[config.mk]
export PLATFORM = sky130hd
export DESIGN_NAME = sbba_ctrl
export DESIGN_NICKNAME = d
export VERILOG_FILES = /design/src/hw/rtl/shadowed_bitmap_block_allocator_top_defines.svh /design/src/hw/rtl/sbba_pkg.sv /design/src/hw/rtl/sbba_ctrl.sv
export SDC_FILE = /design/constraint.sdc
export NUM_CORES = 1
export LEC_CHECK = 0
export ABC_CLOCK_PERIOD_IN_PS = 6820
export BUFFER_PORTS_ARGS = -buffer_cell sky130_fd_sc_hd__buf_4
export CAP_MARGIN = 5
export CORE_MARGIN = 2
export CORE_UTILIZATION = 50
export CTS_CLUSTER_DIAMETER = 80
export DETAILED_ROUTE_END_ITERATION = 12
export PLACE_DENSITY = 0.82
export SYNTH_ARGS = -nofsm -noshare
export SYNTH_HDL_FRONTEND = slang
export SYNTH_SLANG_ARGS = --single-unit
[constraint.sdc]
create_clock -name clk -period 6.82 [get_ports clk]
set_input_delay 1.364 -clock clk [delete_from_list [all_inputs] [get_ports clk]]
set_output_delay 1.364 -clock clk [all_outputs]
set_load 0.1 [all_outputs]
[src/hw/rtl/shadowed_bitmap_block_allocator_top_defines.svh]
// ----------------------------------------------------------------------------
// Assertion macros for the shadowed bitmap block allocator
// Each macro expands to a labeled concurrent assertion, or to nothing when
// SYNTHESIS is defined.
// ----------------------------------------------------------------------------
`ifndef SHADOWED_BITMAP_BLOCK_ALLOCATOR_TOP_DEFINES_SVH
`define SHADOWED_BITMAP_BLOCK_ALLOCATOR_TOP_DEFINES_SVH

`ifndef SYNTHESIS
`define SBBA_ASSERT_NEVER(lbl, ck, rs, cond) \
  lbl: assert property (@(posedge ck) disable iff (rs) !(cond)) \
    else $error("sbba: forbidden condition seen");
`define SBBA_ASSERT_IMP(lbl, ck, rs, ante, cons) \
  lbl: assert property (@(posedge ck) disable iff (rs) (ante) |-> (cons)) \
    else $error("sbba: implication failed");
`define SBBA_ASSERT_NEXT(lbl, ck, rs, ante, cons) \
  lbl: assert property (@(posedge ck) disable iff (rs) (ante) |=> (cons)) \
    else $error("sbba: next-cycle implication failed");
`else
`define SBBA_ASSERT_NEVER(lbl, ck, rs, cond)
`define SBBA_ASSERT_IMP(lbl, ck, rs, ante, cons)
`define SBBA_ASSERT_NEXT(lbl, ck, rs, ante, cons)
`endif

`endif

[src/hw/rtl/sbba_pkg.sv]
// ----------------------------------------------------------------------------
// sbba_pkg
// Shared constants, codes, types and bit-search helpers of the allocator.
// ----------------------------------------------------------------------------
package sbba_pkg;

  localparam int MAP_BYTES = 4096;
  localparam int ADDR_W    = $clog2(MAP_BYTES);
  localparam int SIZE_W    = 13;
  localparam int BLK_W     = 15;
  localparam int STEP_W    = 13;

  localparam logic [STEP_W-1:0] GROW_STEP_RESET = 13'd1000;

  localparam logic [2:0] REQ_OPEN  = 3'd0;
  localparam logic [2:0] REQ_LOAD  = 3'd1;
  localparam logic [2:0] REQ_ALLOC = 3'd2;
  localparam logic [2:0] REQ_FREE  = 3'd3;
  localparam logic [2:0] REQ_QUERY = 3'd4;
  localparam logic [2:0] REQ_LAST  = 3'd5;
  localparam logic [2:0] REQ_CLEAR = 3'd6;
  localparam logic [2:0] REQ_READ  = 3'd7;

  localparam logic [1:0] STAT_OK    = 2'd0;
  localparam logic [1:0] STAT_RANGE = 2'd1;
  localparam logic [1:0] STAT_FULL  = 2'd2;

  typedef struct packed {
    logic [2:0]        req_type;
    logic [BLK_W-1:0]  block_id;
    logic [11:0]       byte_index;
    logic [7:0]        byte_value;
    logic [SIZE_W-1:0] open_bytes;
  } req_t;

  typedef struct packed {
    logic [1:0]        status;
    logic [BLK_W-1:0]  block_out;
    logic              free_now;
    logic              free_at_start;
    logic              map_empty;
    logic [7:0]        read_value;
    logic [SIZE_W-1:0] size_bytes;
  } rsp_t;

  typedef struct packed {
    logic              we;
    logic [ADDR_W-1:0] waddr;
    logic [7:0]        wdata;
    logic [ADDR_W-1:0] raddr;
  } mem_cmd_t;

  // lowest clear bit; 7 when all bits are set
  function automatic logic [2:0] lowest_zero(input logic [7:0] x);
    logic [2:0] r;
    r = 3'd7;
    for (int k = 7; k >= 0; k--) begin
      if (!x[k]) r = 3'(k);
    end
    return r;
  endfunction

  // highest set bit; 0 when no bit is set
  function automatic logic [2:0] highest_one(input logic [7:0] x);
    logic [2:0] r;
    r = 3'd0;
    for (int k = 0; k < 8; k++) begin
      if (x[k]) r = 3'(k);
    end
    return r;
  endfunction

endpackage

[src/hw/rtl/sbba_ctrl.sv]
// ----------------------------------------------------------------------------
// sbba_ctrl
// Request sequencer: read-modify-write of both maps, scans and zero sweeps.
// ----------------------------------------------------------------------------
module sbba_ctrl import sbba_pkg::*; (
  input  logic              clk,
  input  logic              rst,
  input  logic              req_fire,
  input  req_t              req_in,
  input  logic [STEP_W-1:0] step_cfg,
  output logic              ready,
  output mem_cmd_t          cur_cmd,
  output mem_cmd_t          st_cmd,
  input  logic [7:0]        cur_rd,
  input  logic [7:0]        st_rd,
  output logic              res_valid,
  output rsp_t              res,
  input  logic              res_take
);

  localparam logic [3:0] ST_IDLE  = 4'd0;
  localparam logic [3:0] ST_DISP  = 4'd1;
  localparam logic [3:0] ST_SWEEP = 4'd2;
  localparam logic [3:0] ST_FRD   = 4'd3;
  localparam logic [3:0] ST_A_RD  = 4'd4;
  localparam logic [3:0] ST_A_CHK = 4'd5;
  localparam logic [3:0] ST_L_RD  = 4'd6;
  localparam logic [3:0] ST_L_CHK = 4'd7;
  localparam logic [3:0] ST_PUSH  = 4'd8;

  localparam logic [SIZE_W-1:0] SIZE_MAX = SIZE_W'(MAP_BYTES);

  logic [3:0]        state;
  logic [2:0]        op;
  logic [BLK_W-1:0]  blk_q;
  logic [11:0]       bidx_q;
  logic [7:0]        bval_q;
  logic [SIZE_W-1:0] obytes_q;
  logic [SIZE_W-1:0] size;
  logic [SIZE_W-1:0] hint;
  logic [SIZE_W-1:0] ptr;
  logic [SIZE_W-1:0] wptr;
  logic [SIZE_W-1:0] lim;
  logic [SIZE_W-1:0] scan_size;
  logic              ret_alloc;
  logic              sweep_both;
  logic [1:0]        res_status;
  logic [BLK_W-1:0]  res_block;
  logic              res_fnow;
  logic              res_fstart;
  logic              res_empty;
  logic [7:0]        res_rval;

  logic [11:0]       blk_byte;
  logic [7:0]        bit_mask;
  logic              blk_in;
  logic              bidx_in;
  logic [SIZE_W-1:0] step_eff;
  logic [SIZE_W:0]   grow_sum;
  logic [SIZE_W-1:0] open_size;
  logic [SIZE_W-1:0] ptr_m1;
  logic [7:0]        both_rd;
  logic [2:0]        lz;
  logic [2:0]        hb;
  logic [ADDR_W-1:0] rd_addr;

  assign blk_byte  = blk_q[BLK_W-1:3];
  assign bit_mask  = 8'b1 << blk_q[2:0];
  assign blk_in    = {1'b0, blk_byte} < size;
  assign bidx_in   = {1'b0, bidx_q} < size;
  assign step_eff  = (step_cfg == '0) ? SIZE_W'(1) : step_cfg;
  assign grow_sum  = {1'b0, scan_size} + {1'b0, step_eff};
  assign open_size = (obytes_q > SIZE_MAX) ? SIZE_MAX : obytes_q;
  assign ptr_m1    = ptr - SIZE_W'(1);
  assign both_rd   = cur_rd | st_rd;
  assign lz        = lowest_zero(both_rd);
  assign hb        = highest_one(cur_rd);

  assign ready     = (state == ST_IDLE);
  assign res_valid = (state == ST_PUSH);
  assign res = '{status: res_status, block_out: res_block, free_now: res_fnow,
                 free_at_start: res_fstart, map_empty: res_empty,
                 read_value: res_rval, size_bytes: size};

  // memory port drive
  always_comb begin
    cur_cmd = '0;
    st_cmd  = '0;
    rd_addr = '0;
    case (state)
      ST_DISP: begin
        case (op)
          REQ_LOAD: begin
            if (bidx_in) begin
              cur_cmd.we    = 1'b1;
              cur_cmd.waddr = bidx_q;
              cur_cmd.wdata = bval_q;
              st_cmd.we     = 1'b1;
              st_cmd.waddr  = bidx_q;
              st_cmd.wdata  = bval_q;
            end
          end
          REQ_FREE, REQ_QUERY: rd_addr = blk_byte;
          REQ_READ: rd_addr = bidx_q;
          default: ;
        endcase
      end
      ST_SWEEP: begin
        if (wptr != lim) begin
          cur_cmd.we    = 1'b1;
          cur_cmd.waddr = wptr[ADDR_W-1:0];
          st_cmd.we     = sweep_both;
          st_cmd.waddr  = wptr[ADDR_W-1:0];
        end
      end
      ST_FRD: begin
        if (op == REQ_FREE) begin
          cur_cmd.we    = 1'b1;
          cur_cmd.waddr = blk_byte;
          cur_cmd.wdata = cur_rd & ~bit_mask;
        end
      end
      ST_A_RD: rd_addr = ptr[ADDR_W-1:0];
      ST_A_CHK: begin
        if (both_rd != 8'hFF) begin
          cur_cmd.we    = 1'b1;
          cur_cmd.waddr = ptr[ADDR_W-1:0];
          cur_cmd.wdata = cur_rd | (8'b1 << lz);
        end
      end
      ST_L_RD: rd_addr = ptr_m1[ADDR_W-1:0];
      default: ;
    endcase
    cur_cmd.raddr = rd_addr;
    st_cmd.raddr  = rd_addr;
  end

  always_ff @(posedge clk) begin
    if (rst) begin
      state <= ST_IDLE;
      size  <= '0;
      hint  <= '0;
    end else begin
      case (state)
        ST_IDLE: begin
          if (req_fire) begin
            op       <= req_in.req_type;
            blk_q    <= req_in.block_id;
            bidx_q   <= req_in.byte_index;
            bval_q   <= req_in.byte_value;
            obytes_q <= req_in.open_bytes;
            state    <= ST_DISP;
          end
        end
        ST_DISP: begin
          res_status <= STAT_OK;
          res_block  <= '0;
          res_fnow   <= 1'b0;
          res_fstart <= 1'b0;
          res_empty  <= 1'b0;
          res_rval   <= '0;
          case (op)
            REQ_OPEN: begin
              size       <= open_size;
              hint       <= '0;
              wptr       <= '0;
              lim        <= open_size;
              sweep_both <= 1'b1;
              ret_alloc  <= 1'b0;
              state      <= ST_SWEEP;
            end
            REQ_LOAD: begin
              if (!bidx_in) res_status <= STAT_RANGE;
              state <= ST_PUSH;
            end
            REQ_ALLOC: begin
              ptr       <= hint;
              scan_size <= size;
              state     <= ST_A_RD;
            end
            REQ_FREE, REQ_QUERY: begin
              if (blk_in) begin
                state <= ST_FRD;
              end else begin
                res_status <= STAT_RANGE;
                state      <= ST_PUSH;
              end
            end
            REQ_LAST: begin
              ptr   <= size;
              state <= ST_L_RD;
            end
            REQ_CLEAR: begin
              wptr       <= '0;
              lim        <= size;
              sweep_both <= 1'b0;
              ret_alloc  <= 1'b0;
              state      <= ST_SWEEP;
            end
            default: begin
              if (bidx_in) begin
                state <= ST_FRD;
              end else begin
                res_status <= STAT_RANGE;
                state      <= ST_PUSH;
              end
            end
          endcase
        end
        ST_SWEEP: begin
          if (wptr == lim) begin
            state <= ret_alloc ? ST_A_RD : ST_PUSH;
          end else begin
            wptr <= wptr + SIZE_W'(1);
          end
        end
        ST_FRD: begin
          case (op)
            REQ_FREE: begin
              if (hint > {1'b0, blk_byte} && (st_rd & bit_mask) == '0) begin
                hint <= {1'b0, blk_byte};
              end
            end
            REQ_QUERY: begin
              res_fnow   <= (cur_rd & bit_mask) == '0;
              res_fstart <= (st_rd & bit_mask) == '0;
            end
            default: res_rval <= cur_rd;
          endcase
          state <= ST_PUSH;
        end
        ST_A_RD: begin
          if (ptr >= scan_size) begin
            if (grow_sum > (SIZE_W+1)'(MAP_BYTES)) begin
              res_status <= STAT_FULL;
              state      <= ST_PUSH;
            end else begin
              // zero the new bytes, then resume the scan
              wptr       <= scan_size;
              lim        <= grow_sum[SIZE_W-1:0];
              scan_size  <= grow_sum[SIZE_W-1:0];
              sweep_both <= 1'b1;
              ret_alloc  <= 1'b1;
              state      <= ST_SWEEP;
            end
          end else begin
            state <= ST_A_CHK;
          end
        end
        ST_A_CHK: begin
          if (both_rd != 8'hFF) begin
            hint      <= ptr;
            size      <= scan_size;
            res_block <= {ptr[ADDR_W-1:0], lz};
            state     <= ST_PUSH;
          end else begin
            ptr   <= ptr + SIZE_W'(1);
            state <= ST_A_RD;
          end
        end
        ST_L_RD: begin
          if (ptr == '0) begin
            res_empty <= 1'b1;
            state     <= ST_PUSH;
          end else begin
            state <= ST_L_CHK;
          end
        end
        ST_L_CHK: begin
          if (cur_rd != '0) begin
            size      <= ptr;
            res_block <= {ptr_m1[ADDR_W-1:0], hb};
            state     <= ST_PUSH;
          end else begin
            ptr   <= ptr_m1;
            state <= ST_L_RD;
          end
        end
        ST_PUSH: begin
          if (res_take) state <= ST_IDLE;
        end
        default: state <= ST_IDLE;
      endcase
    end
  end

endmodule

==> impl_metrics.ini <==
[finish]
fill_cells = 1823
drive_gt1_share_pct = 20.7
fin_nets = 1449
seq_area_sq_um = 4600
syn2layout_area_growth_pct = 19.1
final_util_pct = 60.3
finalNonFillerCells = 1593
multi_input_area_sq_um = 5750
num_antenna_cells = 0

[drt]
firstDrtPassIters = 8
first_iter_violations = 1534
post_drt_wl_per_cell_um = 24.0
vias_per_cell = 6.49
antenna_left = 0
finalWirelength_um = 38200
via_count = 10300
drc = 0

[setup_path]
critPathTopFamily = compound AO/OA/AOI/OAI gates
worstPathMaxFanout = 22
cpPeakStageDelay_ps = 1070
cp_slowest_cell = nor4_4
crit_chain = inv_1 -> ha_1 -> a2111oi_0 -> o31ai_1 -> a21oi_1 -> o22ai_1 -> nor4_4 -> a22o_1 -> a221o_1 -> buf_4
critPathArrivalTime_ps = 4130
cp-start-kind = register
cp.required_ps = 5460
endpoint_kind = primary output
crit_type = register to primary output
worstPathBufferInverterCount = 2

[placement]
gp_congestion = 1.02
dp.cells = 1561
dp_hpwl_um = 28000
portBuffers = 192

[global_routing]
grt_antenna_before_repair = 0
grt_usage_pct = 32.1
grt_max_degree = 52
grt_pass1_vias = 9547
gr-total-overflow = 0
grt_pass1_wl_um = 57000

[sta]
worstMarginPinSlew_ps = 1200
max_freq_ghz = 0.182
period_share_pct = 80.6
fin_skew_ps = 15.1
setup_tns_ps = 0
finalMaxSlewViolations = 0
period_needed_ps = 5490
final-hold-violation-count = 0
relSlewSlack_pct = 19.4
holdWs_ps = 528
grt_setup_unrepaired = false
setup_viol = 0

[synth]
synth_flop_cell = edfxtp_1
synth_seq_cells = 163
async_reset_ff_share_pct = 0
syn_inst = 1172
synth_most_common_cell = edfxtp_1
synthesis.area_sq_um = 11000
synth_common_cells = edfxtp_1 (133), nor2_1 (113), a21oi_1 (85)
synth.avg_cell_area_sq_um = 9.37
synth_edf_count = 133
seq_area_frac_synth_pct = 41.8
synth_top_area_share_pct = 36.4
synth_largest_area_cell = edfxtp_1
synth_cell_types = 79
synth_area_leaders = edfxtp_1 (36%), ha_1 (7.3%), dfxtp_1 (5.5%), a21oi_1 (3.9%), nor2_1 (3.9%)
syn_nets = 1321
yosys_warnings = 0

[floorplan]
die_w_um = 152
start_util_pct = 50.6
rows = 54
core_area_sq_um = 21700
die_h_um = 152
die-area_sq_um = 23200
ios = 193

[power_and_ir_drop]
vdd_drop_max_mv = 0.209
power_density_nw_per_um2 = 342
p_leak_nw = 5.09

[hold_path]
hold_class = register to register

[clock_tree]
numCtsBuffers = 17
cts.sinks = 163
cts_resized = 0
htreeDepth = 4
cts_tree = done
worst_setup_hold_path_clk_slew_ps = 70
cts-root-buf = clkbuf_16
cts_setup_buffers = 0
clock_path_buffers = 2
hold_buffers = 0
clk_latency_ps = 440

[run]
maxCapViolations = 0

[status]
status = completed
cells by family (layout without fill, tap and decap cells):
group	count (synthesis)	after routing	synth area share [%]
AO/OA/AOI/OAI	339	339	20.6
XOR/XNOR	53	53	4.23
adder cells (fa/ha/maj)	65	65	7.47
buffers and inverters	159	300	6.09
flip-flops	163	163	41.8
multiplexers	42	42	3.86
AND/OR/NAND/NOR	351	351	15.9
worst paths after layout:
path                          startpoint              endpoint  slack [ps]  depth (start not counted)
hold reg to reg     hint[4]$_SDFFE_PP0P_  hint[4]$_SDFFE_PP0P_         530                          2
setup reg to reg  scan_size[0]$_DFFE_PP_      lim[0]$_DFFE_PP_        2600                         11
setup / recovery    size[1]$_SDFFE_PP0P_           cur_cmd[29]        1330                         10
hold / removal      hint[4]$_SDFFE_PP0P_  hint[4]$_SDFFE_PP0P_         530                          2
sequential cells by signal, summed over array words and instances (netlist names), 2 cells and up:
name / cells
bidx_q: 12
blk_q: 15
bval_q: 8
hint: 13
lim: 13
obytes_q: 13
op: 3
ptr: 13
res_block: 15
res_rval: 8
res_status: 2
scan_size: 13
size: 13
state: 4
wptr: 13
tightest hold or removal path, delay by kind of cell (launching register included):
kind               cells  cell delay [ps]
and+or+nand+nor        1              100
AOI/OAI and AO/OA      1               50
DFF                    1              330
placed cells by master (no fill, tap or decap), types with 4 or more instances in the layout:
| cell | instances |
|---|---|
| and3_1 | 9 |
| o31ai_1 | 4 |
| a41oi_1 | 4 |
| nand3_1 | 23 |
| dfxtp_1 | 29 |
| nor2b_1 | 7 |
| nor3_1 | 24 |
| nor4_1 | 9 |
| o22ai_1 | 26 |
| clkbuf_16 | 17 |
| xor2_1 | 24 |
| o21a_1 | 4 |
| o21bai_1 | 9 |
| edfxtp_1 | 133 |
| buf_4 | 213 |
| a22o_1 | 13 |
| ha_1 | 64 |
| nor3b_1 | 17 |
| a21oi_1 | 85 |
| nand3b_1 | 17 |
| a221o_1 | 14 |
| or3_1 | 7 |
| o21ai_0 | 75 |
| a31oi_1 | 15 |
| nand2b_1 | 10 |
| o221ai_1 | 4 |
| nand2_1 | 75 |
| a211oi_1 | 16 |
| nor2_1 | 113 |
| a211oi_2 | 8 |
| a311oi_1 | 5 |
| mux2i_1 | 39 |
| inv_1 | 55 |
| a21o_1 | 10 |
| and2_1 | 18 |
| o211ai_1 | 4 |
| xnor2_1 | 29 |
| a22oi_1 | 17 |
| inv_6 | 6 |
report_power, final:
group | internal, W | leakage [nW] | switching (W)
clock | 0.000525 | 0.288 | 0.000437
combinational | 0.000541 | 3.32 | 0.00149
sequential | 0.00129 | 1.48 | 0.000197
total | 0.00236 | 5.09 | 0.00212
area by class of cell:
type	count	area share [%]
Clock buffer	19	3.39
Clock inverter	13	1.04
Inverter	55	1.58
Multi-Input combinational cell	850	43.9
Sequential cell	163	35.1
Tap cell	280	2.68
Timing Repair Buffer	213	12.2
routing by layer:
metal	vias to the layer above	track usage (%)	routed length, um
li1	4586	-	-
met1	4830	44.0	15100
met2	791	47.4	16500
met3	134	10.6	5110
met4	0	12.1	1490
met5	-	0	0
stage by stage:
step                      worst slack (ps)  power, W  cell area [sq um]
after floorplan                        895   0.00296              11000
after global routing                  1110   0.00463              13100
final                                 1330   0.00448              13100
after detailed placement              1170   0.00348              12500
after CTS                             1410   0.00443              13100
after global placement                1270   0.00344              12500
Note: power is estimated with default switching activity, not from simulation.
